--- config.mk ---
export PLATFORM = sky130hd
export DESIGN_NAME = base64_encoder_line_wrap_core
export DESIGN_NICKNAME = d
export VERILOG_FILES = /design/src/hw/rtl/b64lw_pkg.sv /design/src/hw/rtl/base64_encoder_line_wrap_core.sv /design/src/hw/rtl/b64lw_group_enc.sv
export SDC_FILE = /design/constraint.sdc
export NUM_CORES = 1
export LEC_CHECK = 0
export BUFFER_PORTS_ARGS = -buffer_cell sky130_fd_sc_hd__buf_2
export CORE_MARGIN = 2
export CORE_UTILIZATION = 25
export CTS_BUF_LIST = sky130_fd_sc_hd__clkbuf_8
export DETAILED_ROUTE_END_ITERATION = 10
export PLACE_DENSITY = 0.35
export SYNTH_ARGS = -nofsm -noshare
export SYNTH_HDL_FRONTEND = slang
export SYNTH_HIERARCHICAL = 1
export SYNTH_SLANG_ARGS = --single-unit
--- constraint.sdc ---
create_clock -name clk -period 5.1 [get_ports clk]
set_input_delay 0.51 -clock clk [delete_from_list [all_inputs] [get_ports clk]]
set_output_delay 0.51 -clock clk [all_outputs]
set_load 0.01 [all_outputs]
--- src/hw/rtl/b64lw_pkg.sv ---
// shared types, character constants and alphabet lookup for the base64 line-wrap encoder
package b64lw_pkg;

    localparam int MAX_CHARS = 6;
    localparam int CNT_W     = 3;

    localparam logic [7:0] CHAR_CR  = 8'd13;
    localparam logic [7:0] CHAR_LF  = 8'd10;
    localparam logic [7:0] CHAR_PAD = 8'd61;

    localparam logic [1:0] PHASE_EMPTY = 2'd0;
    localparam logic [1:0] PHASE_ONE   = 2'd1;
    localparam logic [1:0] PHASE_TWO   = 2'd2;

    typedef struct packed {
        logic [15:0] pending;
        logic [1:0]  phase;
        logic [6:0]  line_chars;
    } b64lw_state_t;

    typedef struct packed {
        logic [MAX_CHARS-1:0][7:0] chars;
        logic [CNT_W-1:0]          count;
    } b64lw_result_t;

    function automatic logic [7:0] b64_sym(input logic [5:0] v);
        logic [7:0] c;
        if (v < 6'd26)
        begin
            c = 8'd65 + {2'b00, v};
        end
        else if (v < 6'd52)
        begin
            c = 8'd71 + {2'b00, v};
        end
        else if (v < 6'd62)
        begin
            c = {2'b00, v} - 8'd4;
        end
        else if (v == 6'd62)
        begin
            c = 8'd43;
        end
        else
        begin
            c = 8'd47;
        end
        return c;
    endfunction

endpackage

--- src/hw/rtl/base64_encoder_line_wrap_core.sv ---
// Base64 encoder with CR LF line wrapping: top level with input register and char buffer
// A byte is taken into the input register in any cycle the register is free or moving on.
// From there one pass of logic encodes it against the group state; a byte that only waits
// for its group moves on without waiting for the buffer, while one that closes a group or
// a message loads four or six characters into the output buffer once it is empty or sends
// its last one. The output port sends one character per cycle while m_tready is high,
// and that single character port sets the rate. Padded tail characters do not count toward
// the line length, and the state returns to its reset values after each final byte.
module base64_encoder_line_wrap_core #(
    parameter int LINE_CHARS = 76
) (
    input  logic       clk,
    input  logic       rst_n,
    input  logic       s_tvalid,
    output logic       s_tready,
    input  logic [7:0] s_tdata,   // data_byte[7:0]
    input  logic       s_tlast,
    output logic       m_tvalid,
    input  logic       m_tready,
    output logic [7:0] m_tdata,   // out_char[7:0]
    output logic       m_tlast
);
    import b64lw_pkg::*;

    logic                      in_valid_reg;
    logic [7:0]                in_byte_reg;
    logic                      in_last_reg;
    b64lw_state_t              state_reg;
    b64lw_state_t              state_next;
    b64lw_result_t             enc_result;
    logic [MAX_CHARS-1:0][7:0] buf_reg;
    logic [MAX_CHARS-1:0][7:0] buf_next;
    logic [CNT_W-1:0]          cnt_reg;
    logic [CNT_W-1:0]          cnt_next;
    logic                      pop;
    logic                      buf_free;
    logic                      advance;
    logic                      load;

    b64lw_group_enc #(
        .LINE_CHARS (LINE_CHARS)
    ) u_enc (
        .state_cur (state_reg),
        .data_byte (in_byte_reg),
        .last_byte (in_last_reg),
        .state_nxt (state_next),
        .result    (enc_result)
    );

    assign pop      = m_tvalid && m_tready;
    assign buf_free = (cnt_reg == '0) || ((cnt_reg == CNT_W'(1)) && m_tready);
    assign advance  = in_valid_reg && ((enc_result.count == '0) || buf_free);
    assign load     = advance && (enc_result.count != '0);
    assign s_tready = !in_valid_reg || advance;

    assign m_tvalid = (cnt_reg != '0);
    assign m_tdata  = buf_reg[0];
    assign m_tlast  = (cnt_reg == CNT_W'(1));

    always_comb
    begin
        buf_next = buf_reg;
        cnt_next = cnt_reg;
        if (load)
        begin
            buf_next = enc_result.chars;
            cnt_next = enc_result.count;
        end
        else if (pop)
        begin
            buf_next = {8'h00, buf_reg[MAX_CHARS-1:1]};
            cnt_next = cnt_reg - CNT_W'(1);
        end
    end

    always_ff @(posedge clk or negedge rst_n)
    begin
        if (!rst_n)
        begin
            in_valid_reg <= 1'b0;
            state_reg    <= '0;
            cnt_reg      <= '0;
        end
        else
        begin
            if (s_tready)
            begin
                in_valid_reg <= s_tvalid;
            end
            if (advance)
            begin
                state_reg <= state_next;
            end
            cnt_reg <= cnt_next;
        end
    end

    always_ff @(posedge clk)
    begin
        if (s_tvalid && s_tready)
        begin
            in_byte_reg <= s_tdata;
            in_last_reg <= s_tlast;
        end
        buf_reg <= buf_next;
    end

    assert property (@(posedge clk) disable iff (!rst_n)
        cnt_reg <= CNT_W'(MAX_CHARS))
        else $error("char buffer count out of range");

    assert property (@(posedge clk) disable iff (!rst_n)
        state_reg.phase != 2'd3)
        else $error("group phase reached an unused code");

    assert property (@(posedge clk) disable iff (!rst_n)
        advance && in_last_reg |-> enc_result.count != '0)
        else $error("final byte produced no characters");

    assert property (@(posedge clk) disable iff (!rst_n)
        advance && in_last_reg |=> state_reg == '0)
        else $error("state not cleared after final byte");

endmodule

--- src/hw/rtl/b64lw_group_enc.sv ---
// combinational encoder: one byte against current state gives next state and up to six chars
module b64lw_group_enc #(
    parameter int LINE_CHARS = 76
) (
    input  b64lw_pkg::b64lw_state_t  state_cur,
    input  logic [7:0]               data_byte,
    input  logic                     last_byte,
    output b64lw_pkg::b64lw_state_t  state_nxt,
    output b64lw_pkg::b64lw_result_t result
);
    import b64lw_pkg::*;

    localparam logic [6:0] LINE_LIM = 7'(LINE_CHARS);

    logic [7:0]  b0;
    logic [7:0]  b1;
    logic [7:0]  t0;
    logic [7:0]  t1;
    logic [6:0]  line_sum;
    b64lw_state_t st;

    assign b0       = state_cur.pending[15:8];
    assign b1       = state_cur.pending[7:0];
    assign line_sum = state_cur.line_chars + 7'd4;

    always_comb
    begin
        st           = state_cur;
        result.chars = '0;
        result.count = '0;
        case (state_cur.phase)
            PHASE_TWO:
            begin
                result.chars[0] = b64_sym(b0[7:2]);
                result.chars[1] = b64_sym({b0[1:0], b1[7:4]});
                result.chars[2] = b64_sym({b1[3:0], data_byte[7:6]});
                result.chars[3] = b64_sym(data_byte[5:0]);
                result.count    = CNT_W'(4);
                st.line_chars   = line_sum;
                if (line_sum >= LINE_LIM)
                begin
                    result.chars[4] = CHAR_CR;
                    result.chars[5] = CHAR_LF;
                    result.count    = CNT_W'(6);
                    st.line_chars   = '0;
                end
                st.pending = '0;
                st.phase   = PHASE_EMPTY;
            end
            PHASE_ONE:
            begin
                st.pending = {b0, data_byte};
                st.phase   = PHASE_TWO;
            end
            default:
            begin
                st.pending = {data_byte, 8'h00};
                st.phase   = PHASE_ONE;
            end
        endcase

        t0 = st.pending[15:8];
        t1 = st.pending[7:0];
        state_nxt = st;
        if (last_byte)
        begin
            if (st.phase == PHASE_ONE)
            begin
                result.chars[0] = b64_sym(t0[7:2]);
                result.chars[1] = b64_sym({t0[1:0], 4'h0});
                result.chars[2] = CHAR_PAD;
                result.chars[3] = CHAR_PAD;
                result.count    = CNT_W'(4);
            end
            else if (st.phase == PHASE_TWO)
            begin
                result.chars[0] = b64_sym(t0[7:2]);
                result.chars[1] = b64_sym({t0[1:0], t1[7:4]});
                result.chars[2] = b64_sym({t1[3:0], 2'b00});
                result.chars[3] = CHAR_PAD;
                result.count    = CNT_W'(4);
            end
            state_nxt = '0;
        end
    end

endmodule

==> summary.md <==
| Metric | Value |
|---|---|
| Max Buffers Root-to-Sink | `2` |
| Simple-gate portion of the synthesized area | `0.181` |
| Main combinational cell family by area after synthesis | `compound AO/OA/AOI/OAI gates` |
| Ratio of cells with drive above 1 in the final layout | `0.173` |
| Overflow after GRT | `0` |
| Worst EP arrival | `3450 ps` |
| H-tree levels | `3` |
| Worst hold-check path type | `primary input to async pin` |
| Synth area leaders | `edfxtp_1 (23%), dfrtp_1 (9.7%), mux2_4 (7.6%)` |
| Root Driver | `clkbuf_8` |
| Post-synthesis mux area share | `0.0880` |
| Worst r2r src | `state_reg[2]$_DFFE_PN0P_` |
| CTS Buf Count | `9` |
| Relative slew slack | `0.221` |
| Req. time, crit path | `about 4600 ps` |
| Worst r2r dst | `buf_reg[21]$_DFFE_PP_` |
| Worst reg2reg path depth | `9` |
| Synth Cell Area | `7460 um^2` |
| Routed len/inst | `between 15 and 20 um` |
| Die Y | `177 um` |
| Placeable Area | `~29000 um^2` |
| Syn. warnings | `6` |
| Initial antenna violation count | `0` |
| Synth Area in Adders | `0.0587` |
| Max Freq | `253 MHz` |
| Worst-Skew Late Latency | `390 ps` |
| DRC Markers | `0` |
| I/O pin total | `24` |
| Number of port buffers | `23` |
| Top-area cell type share of the netlist area | `0.229` |
| Max-slew violations | `0` |
| Post-synth EDFFs | `57` |
| Endpoint type of the worst setup path | `primary output` |
| DR pass1 iterations | `5` |
| RSZ-0062 raised after global routing | `false` |
| Clock sink count | `86` |
| Antenna Diode Count | `0` |
| Initial DRC Count | `a little under 600` |
| Largest net degree at the start of global routing | `55` |
| Min Tclk post-route | `about 4000 ps` |
| R2r setup slk | `approximately 1300 ps` |
| Top_reg_cell synth | `edfxtp_1` |
| Area leader, netlist | `edfxtp_1` |
| Post-synthesis xor/xnor area fraction | `0.0188` |
| Site Rows | `between 60 and 70` |
| Cell Pwr Density | `628 nW/um^2` |
| CTS tree | `yes` |
| Compound-gate portion of the synthesized area | `0.234` |
| Post-Synthesis Cells | `between 800 and 900` |
| Initial core utilization | `0.253` |
| Synthesis-to-layout area growth | `5.38%` |
| Setup_tns | `0 ps` |
| Slew @ Worst Pin | `1160 ps` |
| Filler cells | `approximately 3200` |
| Routed Antenna Nets | `0` |
| Post-cts sizing count | `0` |
| Hpwl dp | `15900 um` |
| Finished Layout Cells | `~1200` |
| Placed insts | `approximately 1200` |
| Vias | `5880` |
| Post-CTS setup repair buffer count | `0` |
| Via density | `~5` |
| Status | `complete, no violations` |
| Final hold violations | `0` |
| Vias in the first global route | `about 5700` |
| Clk slew on worst S/H paths | `100 ps` |
| Clock skew | `roughly 23 ps` |
| RePlAce Congestion | `0.843` |
| Die W | `177 um` |
| Largest register FFs | `40` |
| Finish-stage setup viols | `0` |
| Final hold slack | `around 210 ps` |
| Crit Path Category | `flop to primary output` |
| Post-synth ARST share | `0.337` |
| Maximum fanout along the worst path | `30` |
| Crit start category | `flop` |
| Avg Inst Size Synth | `a little over 9 um^2` |
| FF+latch count, synth | `86` |
| Final nets | `between 800 and 900` |
| CTS Hold Bufs | `0` |
| Peak supply drop | `between 0.00015 and 0.0002 V` |
| Final Cycle Share | `0.776` |
| Post-synth cell types | `84` |
| First-pass GRT wire length | `roughly 34000 um` |
| Leak pwr | `~3.2 nW` |
| Die area | `between 30000 and 40000 um^2` |
| Routed WL | `approximately 22000 um` |
| Max Cap Viol | `0` |
| Global Route Usage Sum | `0.143` |
| Sequential share of the synthesized area | `0.327` |
synth_stat cells (4+ instances only):
master and count:
nand2_1 92, edfxtp_1 57, o211ai_1 42, a21oi_1 39, inv_1 38, mux2_4 38
ha_1 35, nor2_1 34, clkbuf_1 29, dfrtp_1 29, nand3_1 29, buf_4 28
nand2b_1 28, and2_1 23, o21ai_0 23, o211ai_2 20, buf_6 14, xnor2_1 14
a211oi_1 13, o22ai_1 13, a21o_1 12, a31oi_1 11, nor3_1 11, buf_2 9
nor2b_1 9, a22oi_1 7, and3_1 5, mux2_2 5, o2111ai_1 5, o21a_1 5
o21ai_1 5, nand4_1 4, o31ai_1 4, o32ai_1 4
where the power goes:
group	internal, W	total [W]	switching [W]
clock	0.000229	0.000521	0.000292
combinational	0.00121	0.00291	0.00170
sequential	0.00116	0.00151	0.000343
per-layer routing:
layer  vias to the layer above  global-route usage  routed length, um
li1                       2855                   -                  -
met1                      2854               0.193              10600
met2                       151               0.232              10300
met3                        20              0.0251                798
met4                         0              0.0455                590
met5                         -                   0                  0
cells by family (layout without fill, tap and decap cells):
| group | count (synthesis) | count (layout) |
|---|---|---|
| and+or+nand+nor | 263 | 263 |
| AOI/OAI and AO/OA | 235 | 235 |
| buffers and inverters | 123 | 91 |
| DFF | 86 | 86 |
| muxes | 46 | 46 |
| adders and majority gates | 35 | 35 |
| xor gates and xnor gates | 16 | 16 |
| other | 1 | 12 |
cells in the final DEF (no fill, tap or decap), types with 7 or more instances in the layout:
| master | count |
|---|---|
| a211oi_1 | 13 |
| a21o_1 | 12 |
| a21oi_1 | 39 |
| a22oi_1 | 7 |
| a31oi_1 | 11 |
| and2_1 | 23 |
| buf_2 | 23 |
| buf_4 | 12 |
| clkbuf_8 | 9 |
| conb_1 | 12 |
| dfrtp_1 | 29 |
| edfxtp_1 | 57 |
| ha_1 | 35 |
| inv_1 | 39 |
| mux2_4 | 38 |
| nand2_1 | 91 |
| nand2b_1 | 28 |
| nand3_1 | 29 |
| nor2_1 | 34 |
| nor2b_1 | 9 |
| nor3_1 | 11 |
| o211ai_1 | 42 |
| o211ai_2 | 20 |
| o21ai_0 | 23 |
| o22ai_1 | 13 |
| xnor2_1 | 14 |
final cells by class:
| class | instances | area [um^2] | share of cell area |
|---|---|---|---|
| multi-input cells | 607 | 4380 | 0.558 |
| flip-flops and latches | 86 | 2440 | 0.310 |
| clock buffers | 9 | 124 | 0.0158 |
| well taps | 390 | 488 | 0.0621 |
| inverters | 40 | 150 | 0.0191 |
| clock inverters | 7 | 75.1 | 0.00955 |
| repair buffers | 35 | 205 | 0.0261 |
worst max path at each step:
stage / startpoint / end / cells after the start
final: state_reg[2]$_DFFE_PN0P_ / s_tready / 11
after global placement: state_reg[7]$_DFFE_PN0P_ / buf_reg[35]$_DFFE_PP_ / 9
after global routing: state_reg[7]$_DFFE_PN0P_ / s_tready / 10
after floorplan: state_reg[7]$_DFFE_PN0P_ / buf_reg[10]$_DFFE_PP_ / 12
after detailed placement: state_reg[7]$_DFFE_PN0P_ / m_tdata[5]$_DFFE_PP_ / 8
after CTS: state_reg[2]$_DFFE_PN0P_ / s_tready / 11
critical path: stages, from the launching register on:
cell and delay (ps):
dfrtp_1 500, inv_1 70, ha_1 300, or2_2 300, a31oi_1 190, o22ai_1 170
nor3_1 370, or3_4 470, o21a_1 200, buf_4 220, nand2_1 70, buf_2 160
stage by stage:
stage	instance area [um^2]	total power [W]	utilization	setup WS, ps
floorplan	7500	0.00375	-	1160
global placement	7660	0.00442	0.260	1400
detailed placement	7660	0.00443	0.260	1310
CTS	7860	0.00498	0.267	1150
global route	7860	0.00531	0.267	874
finish	7860	0.00494	0.267	1140
Note: power is estimated with default switching activity, not from simulation.
